<file path="src/rtl/apu_fs_pkg.sv">
// Types and constants of the sound unit frame sequencer.
package apu_fs_pkg;

   localparam logic [1:0] OP_TICK  = 2'd0;
   localparam logic [1:0] OP_WRITE = 2'd1;
   localparam logic [1:0] OP_READ  = 2'd2;

   localparam logic [4:0] REG_STATUS = 5'h15;
   localparam logic [4:0] REG_FRAME  = 5'h17;

   localparam int BIT_FIVE_STEP   = 7;
   localparam int BIT_IRQ_INHIBIT = 6;

   localparam logic [15:0] STEP_QUARTER_1  = 16'd7457;
   localparam logic [15:0] STEP_HALF_1     = 16'd14913;
   localparam logic [15:0] STEP_QUARTER_3  = 16'd22371;
   localparam logic [15:0] STEP4_IRQ_START = 16'd29828;
   localparam logic [15:0] STEP4_HALF_2    = 16'd29829;
   localparam logic [15:0] STEP4_WRAP      = 16'd29830;
   localparam logic [15:0] STEP5_HALF_2    = 16'd37281;
   localparam logic [15:0] STEP5_WRAP      = 16'd37282;

   localparam logic [7:0] READ_OPEN_BUS = 8'hFF;

   typedef struct packed {
      logic [1:0] op;
      logic [4:0] reg_offset;
      logic [7:0] write_value;
      logic [3:0] length_active;
   } req_item_type;

   typedef struct packed {
      logic       quarter_frame;
      logic       half_frame;
      logic       pulse_timer_tick;
      logic       irq_line;
      logic [7:0] read_data;
      logic [3:0] length_clear;
      logic [3:0] channel_enable;
   } rsp_item_type;

endpackage

</file>
<file path="src/rtl/apu_fs_core.sv">
// Frame sequencer state and the per-word update logic.
module apu_fs_core
   import apu_fs_pkg::*;
(
   input  logic         clock,
   input  logic         reset,
   input  logic         step,
   input  req_item_type item,
   output rsp_item_type result
);

   logic [15:0] frame_cycle_ff, frame_cycle_in;
   logic        five_step_ff, five_step_in;
   logic        irq_inhibit_ff, irq_inhibit_in;
   logic        irq_flag_ff, irq_flag_in;
   logic [3:0]  enable_mask_ff, enable_mask_in;
   logic        parity_ff, parity_in;
   logic [15:0] fc_inc;

   assign fc_inc = frame_cycle_ff + 16'd1;

   always_comb begin
      frame_cycle_in = frame_cycle_ff;
      five_step_in   = five_step_ff;
      irq_inhibit_in = irq_inhibit_ff;
      irq_flag_in    = irq_flag_ff;
      enable_mask_in = enable_mask_ff;
      parity_in      = parity_ff;
      result         = '0;
      case (item.op)
         OP_TICK: begin
            frame_cycle_in = fc_inc;
            result.quarter_frame = (fc_inc == STEP_QUARTER_1) || (fc_inc == STEP_HALF_1) ||
                                   (fc_inc == STEP_QUARTER_3);
            result.half_frame    = (fc_inc == STEP_HALF_1);
            if (!five_step_ff) begin
               if (fc_inc == STEP4_HALF_2) begin
                  result.quarter_frame = 1'b1;
                  result.half_frame    = 1'b1;
               end
               // The flag is raised from STEP4_IRQ_START to frame end.
               if ((fc_inc >= STEP4_IRQ_START) && !irq_inhibit_ff) begin
                  irq_flag_in = 1'b1;
               end
               if (fc_inc >= STEP4_WRAP) begin
                  frame_cycle_in = '0;
               end
            end else begin
               if (fc_inc == STEP5_HALF_2) begin
                  result.quarter_frame = 1'b1;
                  result.half_frame    = 1'b1;
               end
               if (fc_inc >= STEP5_WRAP) begin
                  frame_cycle_in = '0;
               end
            end
            result.pulse_timer_tick = !parity_ff;
            parity_in = !parity_ff;
         end
         OP_WRITE: begin
            if (item.reg_offset == REG_STATUS) begin
               result.length_clear = enable_mask_ff & ~item.write_value[3:0];
               enable_mask_in      = item.write_value[3:0];
            end else if (item.reg_offset == REG_FRAME) begin
               five_step_in   = item.write_value[BIT_FIVE_STEP];
               irq_inhibit_in = item.write_value[BIT_IRQ_INHIBIT];
               if (item.write_value[BIT_IRQ_INHIBIT]) begin
                  irq_flag_in = 1'b0;
               end
               frame_cycle_in = '0;
               // Entering five-step mode clocks both units at once.
               if (item.write_value[BIT_FIVE_STEP]) begin
                  result.quarter_frame = 1'b1;
                  result.half_frame    = 1'b1;
               end
            end
         end
         OP_READ: begin
            if (item.reg_offset == REG_STATUS) begin
               result.read_data = {1'b0, irq_flag_ff, 2'b00, item.length_active};
               irq_flag_in      = 1'b0;
            end else begin
               result.read_data = READ_OPEN_BUS;
            end
         end
         default: begin
         end
      endcase
      result.irq_line       = irq_flag_in;
      result.channel_enable = enable_mask_in;
   end

   always_ff @(posedge clock) begin
      if (reset) begin
         frame_cycle_ff <= '0;
         five_step_ff   <= 1'b0;
         irq_inhibit_ff <= 1'b0;
         irq_flag_ff    <= 1'b0;
         enable_mask_ff <= '0;
         parity_ff      <= 1'b0;
      end else if (step) begin
         frame_cycle_ff <= frame_cycle_in;
         five_step_ff   <= five_step_in;
         irq_inhibit_ff <= irq_inhibit_in;
         irq_flag_ff    <= irq_flag_in;
         enable_mask_ff <= enable_mask_in;
         parity_ff      <= parity_in;
      end
   end

endmodule

</file>
<file path="src/rtl/apu_frame_sequencer_unit.sv">
// Top level of the frame sequencer: input register, update logic, result register.
// Frame sequencer of the sound unit with its status and frame control registers. Each
// word is a CPU-cycle tick, a register write or a register read, and gives exactly one
// result word. One word is taken per clock cycle when the result side keeps up; an
// accepted word waits in the input register until the result register is free, then
// moves into it, and its result is valid from then on. A stalled result side is
// absorbed by the input register, so req_ready only drops once both registers hold
// waiting words.
module apu_frame_sequencer_unit
   import apu_fs_pkg::*;
(
   input  logic       clock,
   input  logic       reset,
   input  logic       req_valid,
   output logic       req_ready,
   input  logic [1:0] req_op,
   input  logic [4:0] req_reg_offset,
   input  logic [7:0] req_write_value,
   input  logic [3:0] req_length_active,
   output logic       rsp_valid,
   input  logic       rsp_ready,
   output logic       rsp_quarter_frame,
   output logic       rsp_half_frame,
   output logic       rsp_pulse_timer_tick,
   output logic       rsp_irq_line,
   output logic [7:0] rsp_read_data,
   output logic [3:0] rsp_length_clear,
   output logic [3:0] rsp_channel_enable
);

   logic         stage_valid_ff, stage_valid_in;
   req_item_type stage_item_ff;
   logic         rsp_valid_ff, rsp_valid_in;
   rsp_item_type rsp_item_ff;
   rsp_item_type core_result;
   logic         out_free;
   logic         stage_move;
   logic         req_take;

   assign out_free   = !rsp_valid_ff || rsp_ready;
   assign stage_move = stage_valid_ff && out_free;
   assign req_ready  = !stage_valid_ff || out_free;
   assign req_take   = req_valid && req_ready;

   assign stage_valid_in = req_take || (stage_valid_ff && !stage_move);
   assign rsp_valid_in   = stage_move || (rsp_valid_ff && !rsp_ready);

   apu_fs_core u_core (
      .clock  (clock),
      .reset  (reset),
      .step   (stage_move),
      .item   (stage_item_ff),
      .result (core_result)
   );

   always_ff @(posedge clock) begin
      if (reset) begin
         stage_valid_ff <= 1'b0;
         rsp_valid_ff   <= 1'b0;
      end else begin
         stage_valid_ff <= stage_valid_in;
         rsp_valid_ff   <= rsp_valid_in;
      end
   end

   always_ff @(posedge clock) begin
      if (req_take) begin
         stage_item_ff <= '{op: req_op, reg_offset: req_reg_offset,
                            write_value: req_write_value, length_active: req_length_active};
      end
      if (stage_move) begin
         rsp_item_ff <= core_result;
      end
   end

   assign rsp_valid            = rsp_valid_ff;
   assign rsp_quarter_frame    = rsp_item_ff.quarter_frame;
   assign rsp_half_frame       = rsp_item_ff.half_frame;
   assign rsp_pulse_timer_tick = rsp_item_ff.pulse_timer_tick;
   assign rsp_irq_line         = rsp_item_ff.irq_line;
   assign rsp_read_data        = rsp_item_ff.read_data;
   assign rsp_length_clear     = rsp_item_ff.length_clear;
   assign rsp_channel_enable   = rsp_item_ff.channel_enable;

endmodule

</file>
<file path="config.mk">
export PLATFORM = sky130hd
export DESIGN_NAME = apu_frame_sequencer_unit
export DESIGN_NICKNAME = d
export VERILOG_FILES = /design/src/rtl/apu_fs_pkg.sv /design/src/rtl/apu_fs_core.sv /design/src/rtl/apu_frame_sequencer_unit.sv
export SDC_FILE = /design/constraint.sdc
export NUM_CORES = 1
export LEC_CHECK = 0
export BUFFER_PORTS_ARGS = -buffer_cell sky130_fd_sc_hd__buf_2
export CAP_MARGIN = 5
export CELL_PAD_IN_SITES_DETAIL_PLACEMENT = 0
export CELL_PAD_IN_SITES_GLOBAL_PLACEMENT = 1
export CORE_MARGIN = 5
export CORE_UTILIZATION = 45
export DETAILED_ROUTE_END_ITERATION = 8
export PLACE_DENSITY_LB_ADDON = 0.1
export SYNTH_ARGS = -nofsm -noshare
export SYNTH_HDL_FRONTEND = slang
export SYNTH_HIERARCHICAL = 1
export SYNTH_SLANG_ARGS = --single-unit
</file>
<file path="constraint.sdc">
create_clock -name clock -period 3.3 [get_ports clock]
set_clock_uncertainty 0.1 [all_clocks]
set_input_delay 0.33 -clock clock [delete_from_list [all_inputs] [get_ports clock]]
set_output_delay 0.33 -clock clock [all_outputs]
set_load 0.005 [all_outputs]
</file>
# ---- Yosys cells after proc, flatten, opt, wreduce, memory -nomap -nowiden
# Index checks and enable logic that the tools add are counted.
dict set report word_totals {
  regBits 65
  in_bits 23
  out_inout_bits 22
  elab_cells 83
}
dict set report op_classes {
  addsub 1
  n_mux 23
  bitwise 3
  reduce_logical 23
  n_eq_ne 11
  magnitude_cmp 3
}
# cell n
set ops {}
lappend ops {{2-to-1 mux 16 bit} 5}
lappend ops {{equality test 16 x 15 -> 1 bit, second input constant} 2}
lappend ops {{greater-or-equal comparator 16 x 15 -> 1 bit, second input constant} 2}
lappend ops {{case mux 16 bit (2 select lines)} 1}
lappend ops {{adder 16 x 1 -> 16 bit, second input constant} 1}
lappend ops {{equality test 16 x 13 -> 1 bit, second input constant} 1}
lappend ops {{equality test 16 x 14 -> 1 bit, second input constant} 1}
lappend ops {{equality test 16 bit, second input constant} 1}
lappend ops {{greater-or-equal comparator 16 bit, second input constant} 1}
lappend ops {{2-to-1 mux 2 bit} 6}
lappend ops {{equality test 5 bit, second input constant} 2}
lappend ops {{2-to-1 mux 4 bit} 2}
lappend ops {{2-to-1 mux 8 bit} 1}
lappend ops {{AND reduction 4 bit} 2}
lappend ops {{logical NOT 1 bit} 6}
lappend ops {{logical OR 1 bit} 6}
lappend ops {{2-to-1 mux 1 bit} 6}
lappend ops {{logical AND 1 bit} 5}
lappend ops {{bitwise AND 4 bit} 1}
lappend ops {{NOT 4 bit} 1}
lappend ops {{case mux 2 bit (2 select lines)} 1}
lappend ops {{AND reduction 2 bit} 2}
lappend ops {{case mux 1 bit (3 select lines)} 1}
lappend ops {{equality test 2 x 1 -> 1 bit, second input constant} 1}
lappend ops {{other kinds (6)} 6}

# ---- Logic depth before layout (Yosys ltp)
# Gate-level depths: netlist of run 1.
dict set report depth {
  depth_word 7
  depth_mapped 11
  mapped_depth_nobuf 9
}

# ---- Hierarchy
# The synthesis of run 1 kept the hierarchy.
# mod cells_each instances seq_area_each_um2 area_per_inst_um2
set by_module_without_submodules {}
lappend by_module_without_submodules {apu_fs_core 273 1 480.5 2040.7}
lappend by_module_without_submodules {apu_frame_sequencer_unit 49 1 1211.2 1275.0}

# ---- Worst setup path before layout of run 1
# Ideal clock, no wire load.
dict set report synth_timing {
  path_type {register -> register}
  startpoint {reg u_core.frame_cycle_ff[1]}
  endpoint {reg rsp_item_ff, in the netlist rsp_quarter_frame, data pin}
  setup_ns 0.129
  t_arrival_ns 2.524
  path_slack_ns 0.546
  stages_incl_launch_ff 11
  synth_period_minus_slack_ns 2.754
  cell_sequence {dfxtp_1 ha_1 buf_2 nand2_1 nor3_1 o21bai_1 or4_1 or4_1 o211ai_1 a32o_2 or2_1}
}
# item line_no
set synth_rtl {}
lappend synth_rtl {{start: declaration} apu_fs_core.sv:12} ;# logic [15:0] frame_cycle_ff, frame_cycle_in;
lappend synth_rtl {{start signal: assignment} apu_fs_core.sv:102} ;# frame_cycle_ff <= frame_cycle_in;
lappend synth_rtl {{end signal: assignment} apu_frame_sequencer_unit.sv:72} ;# rsp_item_ff <= core_result;
lappend synth_rtl {{end: declaration} apu_frame_sequencer_unit.sv:34} ;# rsp_item_type rsp_item_ff;

==> flow_metrics.py, run 1 <==
metrics = {
    "cells_and_area": {
        "layout-drive-gt1-share_pct": 23.94,
        "finalNonFillerCells": 475,
        "final_common_cell": "buf_2",
        "area_delta_synth_final_pct": 16.83,
        "nNetsFinal": 397,
        "stdcell_area_sq_um": 3804,
        "final_cell_mix": "buf_2 (42), edfxtp_1 (37), nand2_1 (31)",
        "utilization_pct": 53.30,
        "diodes": 0,
    },
    "floorplanning": {
        "dieArea_sq_um": 9035,
        "die_h_microns": 95.06,
        "ioPinCount": 45,
        "core-area_sq_um": 7137,
        "rows": 31,
        "start_util_pct": 45.62,
        "die_x_microns": 95.06,
    },
    "clocking": {
        "cts_buffer_depth": 2,
        "cts-root-buf": "clkbuf_8",
        "clk_latency_ns": 0.33,
        "htreeDepth": 3,
        "post_cts_resized": 0,
        "clock-sinks": 63,
        "clk_pin_slew_ns": 0.07,
        "numCtsBuffers": 9,
        "cts_tree": "built",
        "postCtsSetupRepairBufs": 0,
        "hold_buffers": 0,
    },
    "yosys": {
        "synth_warnings": 6,
        "syn_area_sq_um": 3256,
        "syn_avg_cell_area_sq_um": 10.17,
        "synth_nets": 346,
        "synthCells": 320,
    },
    "global_routing": {
        "grt_max_degree": 28,
        "track_usage_pct": 16.90,
        "grt_pass1_vias": 2360,
        "grt_antenna_before_repair": 0,
        "grt_overflow": 0,
        "grt_pass1_wl_mm": 11.63,
    },
    "placement": {
        "place_hpwl_mm": 5.205,
        "gp_congestion": 0.7942,
        "dpl_cell_area_sq_um": 3628,
        "place_inst": 459,
        "portBuffers": 42,
    },
    "sta": {
        "setup_viol": 0,
        "setup_tns_ns": 0,
        "rsz0062_at_grt": "false",
        "worstMarginPinSlew_ns": 0.5353,
        "period_share_pct": 90.37,
        "fmax_mhz": 335.3,
        "min_period_ns": 2.982,
        "timing.final.hold_violations": 0,
        "final_max_slew_viol_count": 0,
        "slew_headroom_pct": 64.24,
    },
    "worst_setup_path": {
        "crit_family": "simple AND/OR/NAND/NOR gates",
        "critical_path_required_ns": 3.40,
        "path_class": "reg2reg",
        "cp_max_fo": 7,
        "slowest_delay_ns": 0.52,
        "slowest_stage": "or4_1",
        "path_cells": "ha_1, nand2_1, nor3_1, o21bai_1, or4_1, or4_1, o211ai_1, a32o_2, or2_1",
        "endpoint_kind": "flip-flop",
        "cp-start-kind": "flip-flop",
        "path_buf_inv": 0,
        "path_common_cell": "or4_1",
        "crit_arrival_ns": 3.08,
    },
    "power_and_ir_drop": {
        "p_per_area_nw_per_um2": 401.7,
        "total_power_mw": 1.528,
        "peakVddDrop_mv": 0.2476,
        "p_leak_nw": 1.468,
    },
    "drt": {
        "drc": 0,
        "wl_mm": 7.279,
        "ant_nets": 0,
        "vias_per_cell": 5.305,
        "drtPass1Iterations": 5,
        "drt_iter0_drc": 138,
        "vias": 2520,
        "wire_per_inst_microns": 15.32,
    },
    "status": {
        "status": "completed",
    },
    "job": {
        "maxCapViolations": 0,
    },
    "min_path": {
        "hold_path_class": "in2reg",
    },
}
[registers in the layout, indices dropped and copies added (netlist names)]
signal                 cells
u_core/enable_mask_ff      4
u_core/irq_inhibit_ff      1
rsp_length_clear           4
u_core/parity_ff           1
rsp_half_frame             1
u_core/five_step_ff        1
rsp_channel_enable         4
u_core/irq_flag_ff         1
rsp_quarter_frame          1
rsp_pulse_timer_tick       1
stage_valid_ff             1
rsp_irq_line               1
rsp_read_data              8
rsp_valid                  1
u_core/frame_cycle_ff     16
stage_item_ff             17
[per-stage QoR]
stage	setup WS (ns)	hold slack, ns
after CTS	0.2848	0.05223
after global placement	0.3332	0.3820
after floorplan	0.5461	0.2924
final	0.3178	0.07103
after global routing	0.08305	0.04886
after detailed placement	0.3369	0.3840
[cell type report]
cell class,instances,area (sq um)
multi-input cells,227,1478
well taps,99,123.9
clock inverters,7,50.05
fillers,659,3333
repair buffers,60,357.8
flip-flops and latches,63,1633
inverters,10,37.54
clock buffers,9,123.9
[metal layers]
layer	track usage [%]	routed length (microns)
met5	0	0
met3	3.236	409
met4	5.769	53
met1	24.47	3603
met2	25.31	3212
[final timing paths]
kind                             from           endpoint  slack [ns]  cells after the start
min                req_write_value[1]   stage_item_ff[5]        0.07                      1
min reg2reg            stage_valid_ff          rsp_valid        0.40                      2
max          u_core/frame_cycle_ff[0]  rsp_quarter_frame        0.32                      9
max reg2reg  u_core/frame_cycle_ff[0]  rsp_quarter_frame        0.32                      9
[power breakdown]
part / switching, mW / internal [mW] / total [mW]
registers: 0.0110 / 0.860 / 0.871
logic: 0.0422 / 0.0320 / 0.0742
clock network: 0.311 / 0.271 / 0.582
total: 0.364 / 1.16 / 1.53
Note: power is estimated with default switching activity, not from simulation.
==> run 2, diff against run 1 <==
CORE_MARGIN = default   (was 5)
CTS_BUF_LIST = sky130_fd_sc_hd__clkbuf_16   (was default)
==> flow_metrics.py, run 2 (same netlist as run 1, synthesis figures left out) <==
metrics = {
    "cells_and_area": {
        "layout-drive-gt1-share_pct": 23.87,
        "utilization_pct": 57.59,
        "regMostFlops": "stage_item_ff",
        "largest_reg_flops": 17,
        "final_cell_mix": "buf_2 (42), edfxtp_1 (37), nand2_1 (31)",
        "nNetsFinal": 398,
        "final_common_cell": "buf_2",
        "area_delta_synth_final_pct": 22.18,
        "diodes": 0,
    },
    "sta": {
        "holdWs_ns": 0.07821,
        "rsz0062_at_grt": "false",
        "setup_tns_ns": 0,
        "fmax_mhz": 330.1,
        "worstMarginPinSlew_ns": 0.4756,
        "slew_headroom_pct": 68.23,
        "timing.final.hold_violations": 0,
        "setup_viol": 0,
        "final_max_slew_viol_count": 0,
        "min_period_ns": 3.029,
        "period_share_pct": 91.79,
    },
    "clocking": {
        "cts_tree": "built",
        "clk_pin_slew_ns": 0.05,
        "cts_buffer_depth": 2,
        "htreeDepth": 3,
        "clock-sinks": 63,
        "cts-root-buf": "clkbuf_16",
        "hold_buffers": 0,
        "clk_latency_ns": 0.32,
        "numCtsBuffers": 9,
    },
    "global_routing": {
        "grt_pass1_vias": 2281,
        "grt_overflow": 0,
        "grt_pass1_wl_mm": 11.33,
        "track_usage_pct": 20.14,
        "grt_max_degree": 27,
        "grt_antenna_before_repair": 0,
    },
    "status": {
        "status": "completed",
    },
    "power_and_ir_drop": {
        "p_per_area_nw_per_um2": 505.8,
        "peakVddDrop_mv": 0.4139,
        "p_leak_nw": 1.542,
    },
    "placement": {
        "portBuffers": 42,
        "place_hpwl_mm": 5.074,
        "gp_congestion": 0.9043,
    },
    "worst_setup_path": {
        "cp-start-kind": "flip-flop",
        "path_class": "reg2reg",
        "critical_path_required_ns": 3.39,
        "rrSetupSlack_ns": 0.27,
        "cp_max_fo": 11,
        "endpoint_kind": "flip-flop",
        "crit_arrival_ns": 3.12,
    },
    "floorplanning": {
        "start_util_pct": 47.14,
        "ioPinCount": 45,
        "die_x_microns": 87.06,
        "rows": 30,
        "core-area_sq_um": 6907,
        "dieArea_sq_um": 7579,
        "die_h_microns": 87.06,
    },
    "min_path": {
        "hold_path_class": "in2reg",
    },
    "drt": {
        "wl_mm": 7.210,
        "drtPass1Iterations": 5,
        "vias": 2579,
        "drt_iter0_drc": 175,
        "ant_nets": 0,
        "vias_per_cell": 5.452,
        "drc": 0,
        "wire_per_inst_microns": 15.24,
    },
    "job": {
        "maxCapViolations": 0,
    },
}
run 2: routing by layer:
metal / GRT usage (%) / part of all wire [%] / vias up
li1: - / - / 1286
met1: 29.15 / 51 / 1226
met2: 29.63 / 45 / 58
met3: 5.118 / 3.5 / 9
met4: 5.909 / 1.2 / 0
met5: 0 / 0 / -
run 2: critical path: stages, from the launching register on:
cell and delay, ns:
dfxtp_1 0.54, nand3_2 0.28, nor4_4 0.36, xnor2_1 0.19, or4_1 0.53, or4_1 0.51
o211ai_1 0.13, a32o_2 0.17, or2_1 0.09
run 2: stage by stage:
step	instance area, sq um	instances	power, mW	worst slack, ns
2_1_floorplan	3256	320	0.9268	0.5461
3_3_place_gp	3632	457	0.9627	0.3172
6_report	3978	473	2.012	0.2711
5_1_grt	3978	473	2.075	0.09860
3_5_place_dp	3632	457	0.9643	0.2444
4_1_cts	3970	473	2.033	0.2060
run 2: final timing paths:
check	start	to	cells past startpoint
hold reg to reg	stage_valid_ff	rsp_valid	2
setup / recovery	u_core/frame_cycle_ff[2]	rsp_quarter_frame	8
hold / removal	req_length_active[0]	stage_item_ff[0]	1
setup reg to reg	u_core/frame_cycle_ff[2]	rsp_quarter_frame	8
run 2: power by group:
part	total, mW	internal [mW]	switching, mW
sequential	0.873	0.862	0.0110
combinational	0.0745	0.0320	0.0425
clock	1.06	0.731	0.333
run 2: layout make-up:
| cell class | instances | area [sq um] |
|---|---|---|
| Clock inverter | 7 | 112.6 |
| Sequential cell | 63 | 1632 |
| Inverter | 10 | 37.54 |
| Clock buffer | 9 | 225.2 |
| Tap cell | 96 | 120.1 |
| Fill cell | 640 | 2929 |
| Timing Repair Buffer | 61 | 365.4 |
| Multi-Input combinational cell | 227 | 1485 |
run 2: timing repair:
item,in CTS,in global routing
endpoints found under the setup margin,0,5
gates resized for setup,0,2
buffers inserted,0,0
==> run 3, diff against run 2 <==
ABC_AREA = 1   (was default)
CORE_UTILIZATION = 43   (was 45)
==> flow_metrics.py, run 3 <==
metrics = {
    "status": {
        "status": "completed",
    },
    "worst_setup_path": {
        "path_class": "reg2reg",
        "critical_path_required_ns": 3.39,
        "reg2regPathDepth": 11,
        "reg2reg_to": "u_core/parity_ff",
        "worstReg2RegStart": "stage_item_ff[15]",
        "crit_arrival_ns": 2.70,
        "startpoint": "stage_item_ff[15]",
        "cp_max_fo": 17,
        "rrSetupSlack_ns": 0.69,
        "cp-start-kind": "flip-flop",
        "endpoint_kind": "flip-flop",
    },
    "global_routing": {
        "grt_pass1_wl_mm": 12.90,
        "grt_pass1_vias": 2674,
        "track_usage_pct": 19.86,
        "grt_antenna_before_repair": 0,
        "grt_overflow": 0,
        "grt_max_degree": 32,
    },
    "power_and_ir_drop": {
        "p_per_area_nw_per_um2": 471.1,
        "p_leak_nw": 1.630,
        "seqPwrFrac_pct": 46.3,
        "peakVddDrop_mv": 0.2910,
        "total_power_mw": 1.894,
        "p_clk_share_pct": 49.4,
        "swShare_pct": 21.86,
        "p_int_mw": 1.480,
        "netSwitchingPower_mw": 0.4139,
        "p_comb_share_pct": 4.3,
    },
    "job": {
        "maxCapViolations": 0,
    },
    "placement": {
        "dp_slack_ns": 0.6825,
        "place_hpwl_mm": 5.490,
        "portBuffers": 42,
        "gp_congestion": 0.8333,
        "dpl_cell_area_sq_um": 3721,
    },
    "sta": {
        "worstMarginPinSlew_ns": 0.6497,
        "rsz0062_at_grt": "false",
        "final_max_slew_viol_count": 0,
        "holdWs_ns": 0.07754,
        "setup_tns_ns": 0,
        "min_period_ns": 2.608,
        "period_share_pct": 79.02,
        "setup_viol": 0,
        "slew_headroom_pct": 56.64,
        "fmax_mhz": 383.5,
        "timing.final.hold_violations": 0,
        "setup_ws_ns": 0.6924,
    },
    "cells_and_area": {
        "largest_reg_flops": 17,
        "layout-drive-gt1-share_pct": 24.58,
        "nNetsFinal": 497,
        "regMostFlops": "stage_item_ff",
        "final_common_cell": "nand2_1",
        "final_cell_mix": "nand2_1 (104), nor2_1 (51), inv_1 (50)",
        "n_fill_cell": 740,
        "diodes": 0,
        "area_delta_synth_final_pct": 17.43,
        "stdcell_area_sq_um": 4020,
    },
    "floorplanning": {
        "die_x_microns": 91.23,
        "dieArea_sq_um": 8322,
        "rows": 32,
        "start_util_pct": 44.30,
        "die_h_microns": 91.23,
        "core-area_sq_um": 7727,
        "ioPinCount": 45,
    },
    "clocking": {
        "clk_latency_ns": 0.32,
        "htreeDepth": 3,
        "clock-sinks": 63,
        "cts-root-buf": "clkbuf_16",
        "postCtsSetupRepairBufs": 0,
        "cts_tree": "built",
        "numCtsBuffers": 9,
        "hold_buffers": 0,
        "clk_pin_slew_ns": 0.06,
        "cts_buffer_depth": 2,
        "post_cts_resized": 0,
    },
    "yosys": {
        "synth_nets": 450,
        "syn_avg_cell_area_sq_um": 8.074,
        "syn_area_sq_um": 3423,
        "synthCells": 424,
        "synth_warnings": 6,
    },
    "drt": {
        "wire_per_inst_microns": 13.06,
        "drtPass1Iterations": 4,
        "vias_per_cell": 4.862,
        "ant_nets": 0,
        "drt_iter0_drc": 170,
        "drc": 0,
        "wl_mm": 7.547,
        "vias": 2810,
    },
    "min_path": {
        "hold-path-cell-count": 1,
        "min_from": "req_write_value[7]",
        "hold_path_class": "in2reg",
        "hold_path_end": "stage_item_ff[11]",
    },
}
==> run 3: changes by cell type in the layout (fill, tap and decap cells not counted), sizes merged, moves of 7 or more <==
cell	before	now
nand2	31	114
inv	11	57
nor2	20	59
nand3	12	48
a21oi	8	29
buf	61	45
xnor2	13	1
nor3	18	8
mux2i	9	0
nor4	8	1
==> run 3: how the worst max path moves through the flow <==
stage                                      endpoint  slack, ns
final                              u_core/parity_ff       0.69
after detailed placement           u_core/parity_ff       0.68
after global placement             u_core/parity_ff       0.72
after global routing               u_core/parity_ff       0.32
after floorplan           u_core/frame_cycle_ff[14]       0.38
after CTS                          u_core/parity_ff       0.67
==> run 3: routing by layer <==
layer  up-vias  wire length, microns  GRT usage [%]
li1       1483                     -              -
met1      1262                  3871          28.39
met2        60                  3315          30.24
met3         5                   297          3.434
met4         0                    63          7.011
met5         -                     0              0
==> run 3: power groups by stage <==
stage               sequential, mW  combinational [mW]  clock [mW]
detailed placement           0.893              0.0826           0
global route                 0.880              0.0927       0.989
global placement             0.893              0.0811           0
finish                       0.877              0.0816       0.935
floorplan                    0.893              0.0471           0
CTS                          0.877              0.0828       0.956
==> run 3: metrics by stage <==
step	utilization [%]	std cells
floorplan	-	424
global placement	48.15	562
detailed placement	48.15	562
CTS	52.02	578
global route	52.02	578
finish	52.02	578
==> run 3: worst max-delay path, cell delays in order (launching register included) <==
cell and delay (ns):
edfxtp_1 0.35, nor2_1 0.14, inv_1 0.05, nor3_1 0.27, inv_1 0.18, nor2_1 0.38
inv_1 0.23, o211ai_2 0.25, nor2_1 0.08, buf_4 0.24, xnor2_1 0.16, nor2_1 0.05
==> run 3: layout make-up <==
| type | instances | area (sq um) | area share (%) |
|---|---|---|---|
| Sequential cell | 63 | 1632 | 40.58 |
| Clock buffer | 9 | 225.2 | 5.602 |
| Timing Repair Buffer | 45 | 232.7 | 5.789 |
| Multi-Input combinational cell | 295 | 1515 | 37.69 |
| Inverter | 57 | 214.0 | 5.322 |
| Tap cell | 102 | 127.6 | 3.175 |
| Clock inverter | 7 | 73.82 | 1.836 |
